<file path="src/design/pwdt_pkg.sv">
// ----------------------------------------------------------------------------
// pwdt_pkg
// Shared types and constants of the pointer warp delta tracker.
// ----------------------------------------------------------------------------
`default_nettype none

package pwdt_pkg;

  localparam int CFG_IDX_W  = 3;
  localparam int CFG_DATA_W = 18;
  localparam int DW         = 14;

  localparam logic [CFG_IDX_W-1:0] REG_CENTER_X = 3'd0;
  localparam logic [CFG_IDX_W-1:0] REG_CENTER_Y = 3'd1;
  localparam logic [CFG_IDX_W-1:0] REG_STRAY_X  = 3'd2;
  localparam logic [CFG_IDX_W-1:0] REG_STRAY_Y  = 3'd3;
  localparam logic [CFG_IDX_W-1:0] REG_SCALE_X  = 3'd4;
  localparam logic [CFG_IDX_W-1:0] REG_SCALE_Y  = 3'd5;

  localparam logic [14:0] STRAY_X_RESET = 15'd320;
  localparam logic [14:0] STRAY_Y_RESET = 15'd240;
  localparam logic [17:0] SCALE_RESET   = 18'd65536;

  typedef struct packed {
    logic signed [15:0] center_x;
    logic signed [15:0] center_y;
    logic [14:0]        stray_x;
    logic [14:0]        stray_y;
    logic [17:0]        scale_x;
    logic [17:0]        scale_y;
  } cfg_t;

endpackage

`default_nettype wire

</file>
<file path="src/design/pwdt_cfg.sv">
// ----------------------------------------------------------------------------
// pwdt_cfg
// Configuration register file with write-only access.
// ----------------------------------------------------------------------------
`default_nettype none

module pwdt_cfg (
  input  wire logic                             clk,
  input  wire logic                             rst,
  input  wire logic                             cfg_we,
  input  wire logic [pwdt_pkg::CFG_IDX_W-1:0]   cfg_index,
  input  wire logic [pwdt_pkg::CFG_DATA_W-1:0]  cfg_data,
  output pwdt_pkg::cfg_t                        cfg
);
  import pwdt_pkg::*;

  always_ff @(posedge clk) begin
    if (rst) begin
      cfg.center_x <= '0;
      cfg.center_y <= '0;
      cfg.stray_x  <= STRAY_X_RESET;
      cfg.stray_y  <= STRAY_Y_RESET;
      cfg.scale_x  <= SCALE_RESET;
      cfg.scale_y  <= SCALE_RESET;
    end else if (cfg_we) begin
      case (cfg_index)
        REG_CENTER_X: cfg.center_x <= cfg_data[15:0];
        REG_CENTER_Y: cfg.center_y <= cfg_data[15:0];
        REG_STRAY_X:  cfg.stray_x  <= cfg_data[14:0];
        REG_STRAY_Y:  cfg.stray_y  <= cfg_data[14:0];
        REG_SCALE_X:  cfg.scale_x  <= cfg_data[17:0];
        REG_SCALE_Y:  cfg.scale_y  <= cfg_data[17:0];
        default: ;
      endcase
    end
  end

endmodule

`default_nettype wire

</file>
<file path="src/design/pwdt_axis.sv">
// ----------------------------------------------------------------------------
// pwdt_axis
// One axis: clamps the host delta, scales it and carries the remainder.
// ----------------------------------------------------------------------------
`default_nettype none

module pwdt_axis #(
  parameter int JUMP_LIMIT = 256
) (
  input  wire logic signed [16:0] diff,
  input  wire logic [17:0]        scale,
  input  wire logic signed [16:0] rem_in,
  output logic signed [11:0]      delta,
  output logic signed [16:0]      rem_out
);
  import pwdt_pkg::*;

  localparam logic signed [16:0] LIM     = 17'(JUMP_LIMIT);
  localparam logic signed [16:0] LIM_NEG = -17'(JUMP_LIMIT);

  logic signed [16:0]   diff_c;
  logic signed [DW-1:0] dc;
  logic signed [31:0]   dc_w;
  logic signed [31:0]   sc_w;
  logic signed [31:0]   prod;
  logic signed [31:0]   f;
  logic                 neg_frac;
  logic signed [15:0]   q;

  always_comb begin
    if (diff > LIM) begin
      diff_c = LIM;
    end else if (diff < LIM_NEG) begin
      diff_c = LIM_NEG;
    end else begin
      diff_c = diff;
    end
  end

  assign dc   = diff_c[DW-1:0];
  assign dc_w = 32'(dc);
  assign sc_w = {14'd0, scale};
  assign prod = dc_w * sc_w;
  assign f    = prod + {{15{rem_in[16]}}, rem_in};

  // Floor division by 65536 corrected to truncate toward zero.
  assign neg_frac = f[31] && (f[15:0] != 16'd0);
  assign q        = f[31:16] + {15'd0, neg_frac};
  assign rem_out  = {neg_frac, f[15:0]};

  always_comb begin
    if (q > 16'sd2047) begin
      delta = 12'sh7FF;
    end else if (q < -16'sd2048) begin
      delta = 12'sh800;
    end else begin
      delta = q[11:0];
    end
  end

endmodule

`default_nettype wire

</file>
<file path="src/design/pointer_warp_delta_tracker_core.sv">
// ----------------------------------------------------------------------------
// pointer_warp_delta_tracker_core
// Turns absolute host pointer positions into relative emulated mouse motion.
// ----------------------------------------------------------------------------
// Path: a request is held in the input register, then its result in the result
// register. Throughput: one request per cycle unless the output stalls; the input
// register and the result register each hold one request, and the per-request
// state update is one combinational clamp and one multiply-add per axis.
// Reset: synchronous; clears tracking state and loads register defaults.
// ----------------------------------------------------------------------------
`default_nettype none

module pointer_warp_delta_tracker_core #(
  parameter int JUMP_LIMIT    = 256,
  parameter int WARP_LIFETIME = 2,
  parameter int GIVE_UP_COUNT = 3
) (
  input  wire logic                             clk,
  input  wire logic                             rst,
  input  wire logic                             cfg_we,
  input  wire logic [pwdt_pkg::CFG_IDX_W-1:0]   cfg_index,
  input  wire logic [pwdt_pkg::CFG_DATA_W-1:0]  cfg_data,
  input  wire logic                             in_valid,
  output logic                                  in_stall,
  input  wire logic                             req_type,
  input  wire logic signed [15:0]               host_x,
  input  wire logic signed [15:0]               host_y,
  output logic                                  out_valid,
  input  wire logic                             out_stall,
  output logic signed [11:0]                    delta_x,
  output logic signed [11:0]                    delta_y,
  output logic [15:0]                           emu_pos_x,
  output logic [15:0]                           emu_pos_y,
  output logic                                  recenter_request
);
  import pwdt_pkg::*;

  localparam logic [1:0] LIFE    = 2'(WARP_LIFETIME);
  localparam logic [1:0] GIVE_UP = 2'(GIVE_UP_COUNT);

  function automatic logic [16:0] abs17(input logic signed [16:0] v);
    return v[16] ? 17'(-v) : v;
  endfunction

  cfg_t cfg;

  pwdt_cfg u_cfg (
    .clk       (clk),
    .rst       (rst),
    .cfg_we    (cfg_we),
    .cfg_index (cfg_index),
    .cfg_data  (cfg_data),
    .cfg       (cfg)
  );

  logic               s1_valid;
  logic               s1_type;
  logic signed [15:0] s1_x;
  logic signed [15:0] s1_y;
  logic               advance;
  logic               step;

  logic signed [15:0] last_x, last_y, warp_x, warp_y;
  logic [1:0]         warp_ttl, warp_failures;
  logic signed [16:0] remainder_x, remainder_y;
  logic [15:0]        emu_x, emu_y;

  logic signed [15:0] last_x_next, last_y_next, warp_x_next, warp_y_next;
  logic [1:0]         warp_ttl_next, warp_failures_next;
  logic [1:0]         ttl_dec;
  logic signed [15:0] prev_x, prev_y;
  logic               req;
  logic [17:0]        dist_warp, dist_last;
  logic               stray;
  logic signed [16:0] diff_x, diff_y;
  logic signed [11:0] ax_delta, ay_delta;
  logic signed [16:0] ax_rem, ay_rem;
  logic [15:0]        emu_x_next, emu_y_next;

  assign advance  = !out_valid || !out_stall;
  assign in_stall = s1_valid && !advance;
  assign step     = s1_valid && advance;

  always_ff @(posedge clk) begin
    if (rst) begin
      s1_valid <= 1'b0;
    end else if (advance || !s1_valid) begin
      s1_valid <= in_valid;
    end
  end

  always_ff @(posedge clk) begin
    if (in_valid && !in_stall) begin
      s1_type <= req_type;
      s1_x    <= host_x;
      s1_y    <= host_y;
    end
  end

  assign dist_warp = 18'(abs17({s1_x[15], s1_x} - {warp_x[15], warp_x}))
                   + 18'(abs17({s1_y[15], s1_y} - {warp_y[15], warp_y}));
  assign dist_last = 18'(abs17({s1_x[15], s1_x} - {last_x[15], last_x}))
                   + 18'(abs17({s1_y[15], s1_y} - {last_y[15], last_y}));
  assign stray = (abs17({s1_x[15], s1_x} - {cfg.center_x[15], cfg.center_x})
                  > {2'd0, cfg.stray_x})
              || (abs17({s1_y[15], s1_y} - {cfg.center_y[15], cfg.center_y})
                  > {2'd0, cfg.stray_y});
  assign ttl_dec = warp_ttl - 2'd1;

  always_comb begin
    last_x_next        = last_x;
    last_y_next        = last_y;
    warp_x_next        = warp_x;
    warp_y_next        = warp_y;
    warp_ttl_next      = warp_ttl;
    warp_failures_next = warp_failures;
    prev_x             = last_x;
    prev_y             = last_y;
    req                = 1'b0;
    if (!s1_type) begin
      warp_failures_next = 2'd0;
      last_x_next        = s1_x;
      last_y_next        = s1_y;
      warp_x_next        = cfg.center_x;
      warp_y_next        = cfg.center_y;
      warp_ttl_next      = LIFE;
      req                = 1'b1;
    end else begin
      if (warp_ttl != 2'd0) begin
        warp_ttl_next = ttl_dec;
        if (dist_warp <= dist_last) begin
          prev_x      = warp_x;
          prev_y      = warp_y;
          warp_x_next = s1_x;
          warp_y_next = s1_y;
          if (ttl_dec == 2'd0) begin
            last_x_next        = s1_x;
            last_y_next        = s1_y;
            warp_failures_next = 2'd0;
          end
        end else begin
          last_x_next   = s1_x;
          last_y_next   = s1_y;
          warp_ttl_next = 2'd0;
          if (warp_failures != 2'd3) begin
            warp_failures_next = warp_failures + 2'd1;
          end
        end
      end else begin
        last_x_next = s1_x;
        last_y_next = s1_y;
      end
      if ((warp_failures_next < GIVE_UP) && stray) begin
        last_x_next   = s1_x;
        last_y_next   = s1_y;
        warp_x_next   = cfg.center_x;
        warp_y_next   = cfg.center_y;
        warp_ttl_next = LIFE;
        req           = 1'b1;
      end
    end
  end

  assign diff_x = {s1_x[15], s1_x} - {prev_x[15], prev_x};
  assign diff_y = {s1_y[15], s1_y} - {prev_y[15], prev_y};

  pwdt_axis #(.JUMP_LIMIT(JUMP_LIMIT)) u_axis_x (
    .diff    (diff_x),
    .scale   (cfg.scale_x),
    .rem_in  (remainder_x),
    .delta   (ax_delta),
    .rem_out (ax_rem)
  );

  pwdt_axis #(.JUMP_LIMIT(JUMP_LIMIT)) u_axis_y (
    .diff    (diff_y),
    .scale   (cfg.scale_y),
    .rem_in  (remainder_y),
    .delta   (ay_delta),
    .rem_out (ay_rem)
  );

  assign emu_x_next = emu_x + {{4{ax_delta[11]}}, ax_delta};
  assign emu_y_next = emu_y - {{4{ay_delta[11]}}, ay_delta};

  always_ff @(posedge clk) begin
    if (rst) begin
      last_x        <= '0;
      last_y        <= '0;
      warp_x        <= '0;
      warp_y        <= '0;
      warp_ttl      <= '0;
      warp_failures <= '0;
      remainder_x   <= '0;
      remainder_y   <= '0;
      emu_x         <= '0;
      emu_y         <= '0;
    end else if (step) begin
      last_x        <= last_x_next;
      last_y        <= last_y_next;
      warp_x        <= warp_x_next;
      warp_y        <= warp_y_next;
      warp_ttl      <= warp_ttl_next;
      warp_failures <= warp_failures_next;
      if (s1_type) begin
        remainder_x <= ax_rem;
        remainder_y <= ay_rem;
        emu_x       <= emu_x_next;
        emu_y       <= emu_y_next;
      end
    end
  end

  always_ff @(posedge clk) begin
    if (rst) begin
      out_valid <= 1'b0;
    end else if (advance) begin
      out_valid <= s1_valid;
    end
  end

  always_ff @(posedge clk) begin
    if (step) begin
      delta_x          <= s1_type ? ax_delta : 12'sd0;
      delta_y          <= s1_type ? ay_delta : 12'sd0;
      emu_pos_x        <= s1_type ? emu_x_next : emu_x;
      emu_pos_y        <= s1_type ? emu_y_next : emu_y;
      recenter_request <= req;
    end
  end

  a_stall_only_when_full: assert property (@(posedge clk) disable iff (rst)
    in_stall |-> s1_valid)
    else $error("input stalled with an empty input register");

  a_grab_result: assert property (@(posedge clk) disable iff (rst)
    (step && !s1_type) |=> (delta_x == 12'sd0 && delta_y == 12'sd0 && recenter_request))
    else $error("grab start result lacks zero deltas or recenter");

  a_ttl_bound: assert property (@(posedge clk) disable iff (rst)
    warp_ttl <= LIFE)
    else $error("warp lifetime counter beyond its start value");

  a_drain: assert property (@(posedge clk) disable iff (rst)
    (advance && !s1_valid) |=> !out_valid)
    else $error("result register holds a request that was never loaded");

endmodule

`default_nettype wire

</file>
<file path="config.mk">
export PLATFORM = sky130hd
export DESIGN_NAME = pointer_warp_delta_tracker_core
export DESIGN_NICKNAME = d
export VERILOG_FILES = /design/src/design/pwdt_pkg.sv /design/src/design/pwdt_cfg.sv /design/src/design/pwdt_axis.sv /design/src/design/pointer_warp_delta_tracker_core.sv
export SDC_FILE = /design/constraint.sdc
export NUM_CORES = 2
export LEC_CHECK = 0
export BUFFER_PORTS_ARGS = -buffer_cell sky130_fd_sc_hd__buf_4
export CAP_MARGIN = 40
export CORE_ASPECT_RATIO = 1.1
export CORE_MARGIN = 5
export CORE_UTILIZATION = 31
export DETAILED_ROUTE_END_ITERATION = 10
export SKIP_CTS_REPAIR_TIMING = 1
export SLEW_MARGIN = 5
export SYNTH_ARGS = -nofsm -noshare
export SYNTH_HDL_FRONTEND = slang
export SYNTH_SLANG_ARGS = --single-unit
</file>
<file path="constraint.sdc">
create_clock -name clk -period 28.8 [get_ports clk]
set_input_delay 2.88 -clock clk [delete_from_list [all_inputs] [get_ports clk]]
set_output_delay 2.88 -clock clk [all_outputs]
set_load 0.1 [all_outputs]
</file>
==> impl_metrics.ini <==
[sta]
slew_headroom = 0.397
finalHoldViolCount = 0
fin_tns_setup_ps = 0
grt_setup_unrepaired = no
timing_max_transition_violations_final = 0
post_layout_minimum_cycle_time_ps = 24150
worst_pin_slew_ps = 905
fin_crit_sh = 0.838
min_setup_slack_post_route_ps = 4650
fin_worst_skew_ps = 22.2
maximum_frequency_from_static_timing_analysis_mhz = 41.4
report.final.setup_viol = 0

[clock_tree]
ctsHtreeMaxLevel = 2
cts_tree = done
tritoncts.num_buffers = 37
clkTransAtPathRegs_ps = 70
max-clock-path-buffers = 3
clock-root-buffer = clkbuf_16
insertion_delay_ps = 580
cts_num_sinks = 324

[final_layout]
synthToLayoutAreaGrowth_pct = 9.25
multi_input_logic_area_um2 = 32800
drive_gt1_frac = 0.0560
ff_latch_area_um2 = 7390
layoutNonFillerInstCount = 7194
number_of_nets_in_the_layout = 6300
n_fill_cell = 14755
finish.instance_area_um2 = 48100

[critical_path]
critPathTopFamily = compound AO/OA/AOI/OAI gates
cpMaxStageDelayCell = nor2_1
critPathBufInv = 9
path_class = reg -> reg
worstPathArrival_ps = 24470
cp_common_cell = a21oi_1
worst_path_required_time_ps = 29120
critical-path-max-stage-delay_ps = 830
worstPathMaxFanout = 32
critPathCaptureType = flop
timing.critical_path.from_type = flop

[synth]
post_synth_edffs = 90
asyncSetResetFlopFracSynth = 0
synthesis.area_per_instance_um2 = 8.26
ys_ff_latch = 324
synthCells = 5323
netlist-cell-type-count = 95
mappedNetlistArea_um2 = 44000
yosysSeqAreaShare = 0.168
synth-main-ff-cell = dfxtp_1
mappedNetlistNets = 6296
number_of_warnings_issued_by_yosys = 0

[grt]
global_route.overflow_total = 0
first_global_vias = 36410
grtUsageTotal = 0.160
largest_net_degree_at_the_start_of_global_routing = 79
grt_antenna_before_repair = 1
wire_length_of_the_first_global_routing_pass_um = 195000

[power]
power-per-cell-area_nw_per_um2 = 58.9
fin_total_pwr_uw = 2830
ir_drop_v = 0.0000486
leakagePower_uw = 0.0219

[routing]
dr.pass1.iters = 6
antenna_violating_nets_post_route = 0
routed_wire_length_per_instance_um = 17.0
detailroute.via_count = 36158
detailedRoute.firstIterationViolations = 2137
drt_wl_total_um = 123000
remaining_drc_errors = 0
via_per_inst = 5.03

[place]
placed_cell_area_um2 = 46700
routabilityCongestion = 0.905
detailed_place_hpwl_um = 97900
io_buffer_count = 117
pre_cts_slack_ps = 4970
place_inst = 7125

[hold_path]
hold_path.class = reg -> reg

[job]
cap_viol_max_count = 0

[floorplan]
ioPinCount = 118
die-height_um = 405
floorplan.rows = 145
dieArea_um2 = 150000
fp.coreArea_um2 = 142000
die-width_um = 369
initial_core_util = 0.311

[run_status]
run_status = finished clean
[final cells by class]
class | instances | area share
antenna | 1 | 0.0000521
clock buffer | 45 | 0.0225
clock inverter | 23 | 0.00497
inverter | 805 | 0.0629
multi-input combinational | 4006 | 0.683
sequential | 324 | 0.154
tap | 1837 | 0.0478
timing repair buffer | 153 | 0.0252
[tightest hold or removal path: cells and delay by family (launching register included)]
kind,cells,cell delay [ps]
AND/OR/NAND/NOR,1,50
AO/OA/AOI/OAI,1,50
flip-flops,1,310
[placed cells by master, fill, tap and decap left out, types with 23 or more instances in the layout]
cell type	netlist	layout
inv_1	802	802
nand2_1	673	670
ha_1	460	460
fa_1	454	454
a21oi_1	403	402
nor2_1	347	345
and2_1	234	234
dfxtp_1	234	234
xnor2_1	212	212
o21ai_0	177	177
buf_4	4	143
edfxtp_1	90	90
nand3_1	76	76
xor2_1	72	72
mux2i_1	69	69
a21o_1	66	66
nor2b_1	64	63
nor3_1	62	62
a31oi_1	58	58
o21a_1	51	51
clkbuf_16	0	43
a211oi_1	41	41
nand2b_1	34	33
mux2_2	32	32
nand4_1	27	27
nor3b_1	26	26
o21bai_1	23	23
[cell usage after synthesis, types with 9 or more instances]
master | n | area (um^2)
a21boi_0 | 17 | 128
o211ai_1 | 18 | 135
xnor2_1 | 212 | 1860
inv_1 | 802 | 3010
a2111oi_0 | 9 | 78.8
nand4_1 | 27 | 169
a21oi_1 | 403 | 2020
buf_1 | 11 | 41.3
o31ai_1 | 12 | 90.1
or4_1 | 15 | 113
o21a_1 | 51 | 383
a22o_1 | 9 | 78.8
nor2b_1 | 64 | 400
mux2_2 | 32 | 360
a31oi_1 | 58 | 363
a31o_2 | 10 | 87.6
nor3b_1 | 26 | 195
and2_1 | 234 | 1460
nor3_1 | 62 | 310
clkbuf_1 | 144 | 541
edfxtp_1 | 90 | 2700
nand2_1 | 673 | 2530
buf_2 | 25 | 125
nand4b_1 | 17 | 149
nand3b_1 | 13 | 97.6
o21ai_1 | 14 | 70.1
o31a_1 | 18 | 158
and3_1 | 18 | 113
nand2b_1 | 34 | 213
o21ai_0 | 177 | 886
ha_1 | 460 | 5760
xor2_1 | 72 | 631
nand3_1 | 76 | 380
a21o_1 | 66 | 495
mux2i_1 | 69 | 691
o311ai_0 | 9 | 78.8
nor2_1 | 347 | 1300
nor4_1 | 22 | 138
o21bai_1 | 23 | 173
dfxtp_1 | 234 | 4680
or3_1 | 21 | 131
fa_1 | 454 | 9090
a211oi_1 | 41 | 308
[sequential cells by signal, summed over array words and instances, names as in the netlist, 2 cells and up]
| name | count |
|---|---|
| u_cfg.cfg | 98 |
| emu_y | 16 |
| delta_x | 12 |
| s1_x | 16 |
| warp_y | 16 |
| last_y | 16 |
| last_x | 16 |
| delta_y | 12 |
| warp_x | 16 |
| emu_x | 16 |
| emu_pos_x | 16 |
| remainder_x | 17 |
| warp_ttl | 2 |
| emu_pos_y | 16 |
| remainder_y | 17 |
| warp_failures | 2 |
| s1_y | 16 |
[through the flow]
| stage | utilization | hold slack [ps] |
|---|---|---|
| 2_1_floorplan | - | 436 |
| 3_3_place_gp | 0.329 | 444 |
| 3_5_place_dp | 0.330 | 447 |
| 4_1_cts | 0.340 | 456 |
| 5_1_grt | 0.340 | 477 |
| 6_report | 0.340 | 454 |
[where the power goes]
part           leakage, uW  switching [uW]  internal [uW]
clock             0.000651             218            307
sequential         0.00277            34.6            524
combinational       0.0185            1070            672
[routing by layer]
metal	global-route usage	share of wire	up-vias
li1	-	-	17577
met1	0.196	0.42	17622
met2	0.294	0.51	748
met3	0.0152	0.039	211
met4	0.0560	0.036	0
met5	0	0	-
[logic make-up (layout without fill, tap and decap cells)]
family | Yosys count | in the layout | share of synthesized area
buf+inv | 993 | 1026 | 0.0871
compound gates | 1028 | 1028 | 0.146
mux | 101 | 101 | 0.0239
simple gates | 1678 | 1678 | 0.181
fa+ha+maj | 914 | 914 | 0.338
other cells | 0 | 1 | 0
xor+xnor | 285 | 285 | 0.0569
flops | 324 | 324 | 0.168
[final timing paths]
path / end / cells after the start / start / slack, ps
worst min-delay path: u_cfg.cfg[58] / 2 / u_cfg.cfg[58] / 450
worst max-delay path: emu_pos_y[14] / 95 / s1_y[0] / 4650
worst max register to register: emu_pos_y[14] / 95 / s1_y[0] / 4650
worst min register to register: u_cfg.cfg[58] / 2 / u_cfg.cfg[58] / 450
No activity file was read; power rests on OpenSTA's default activity.
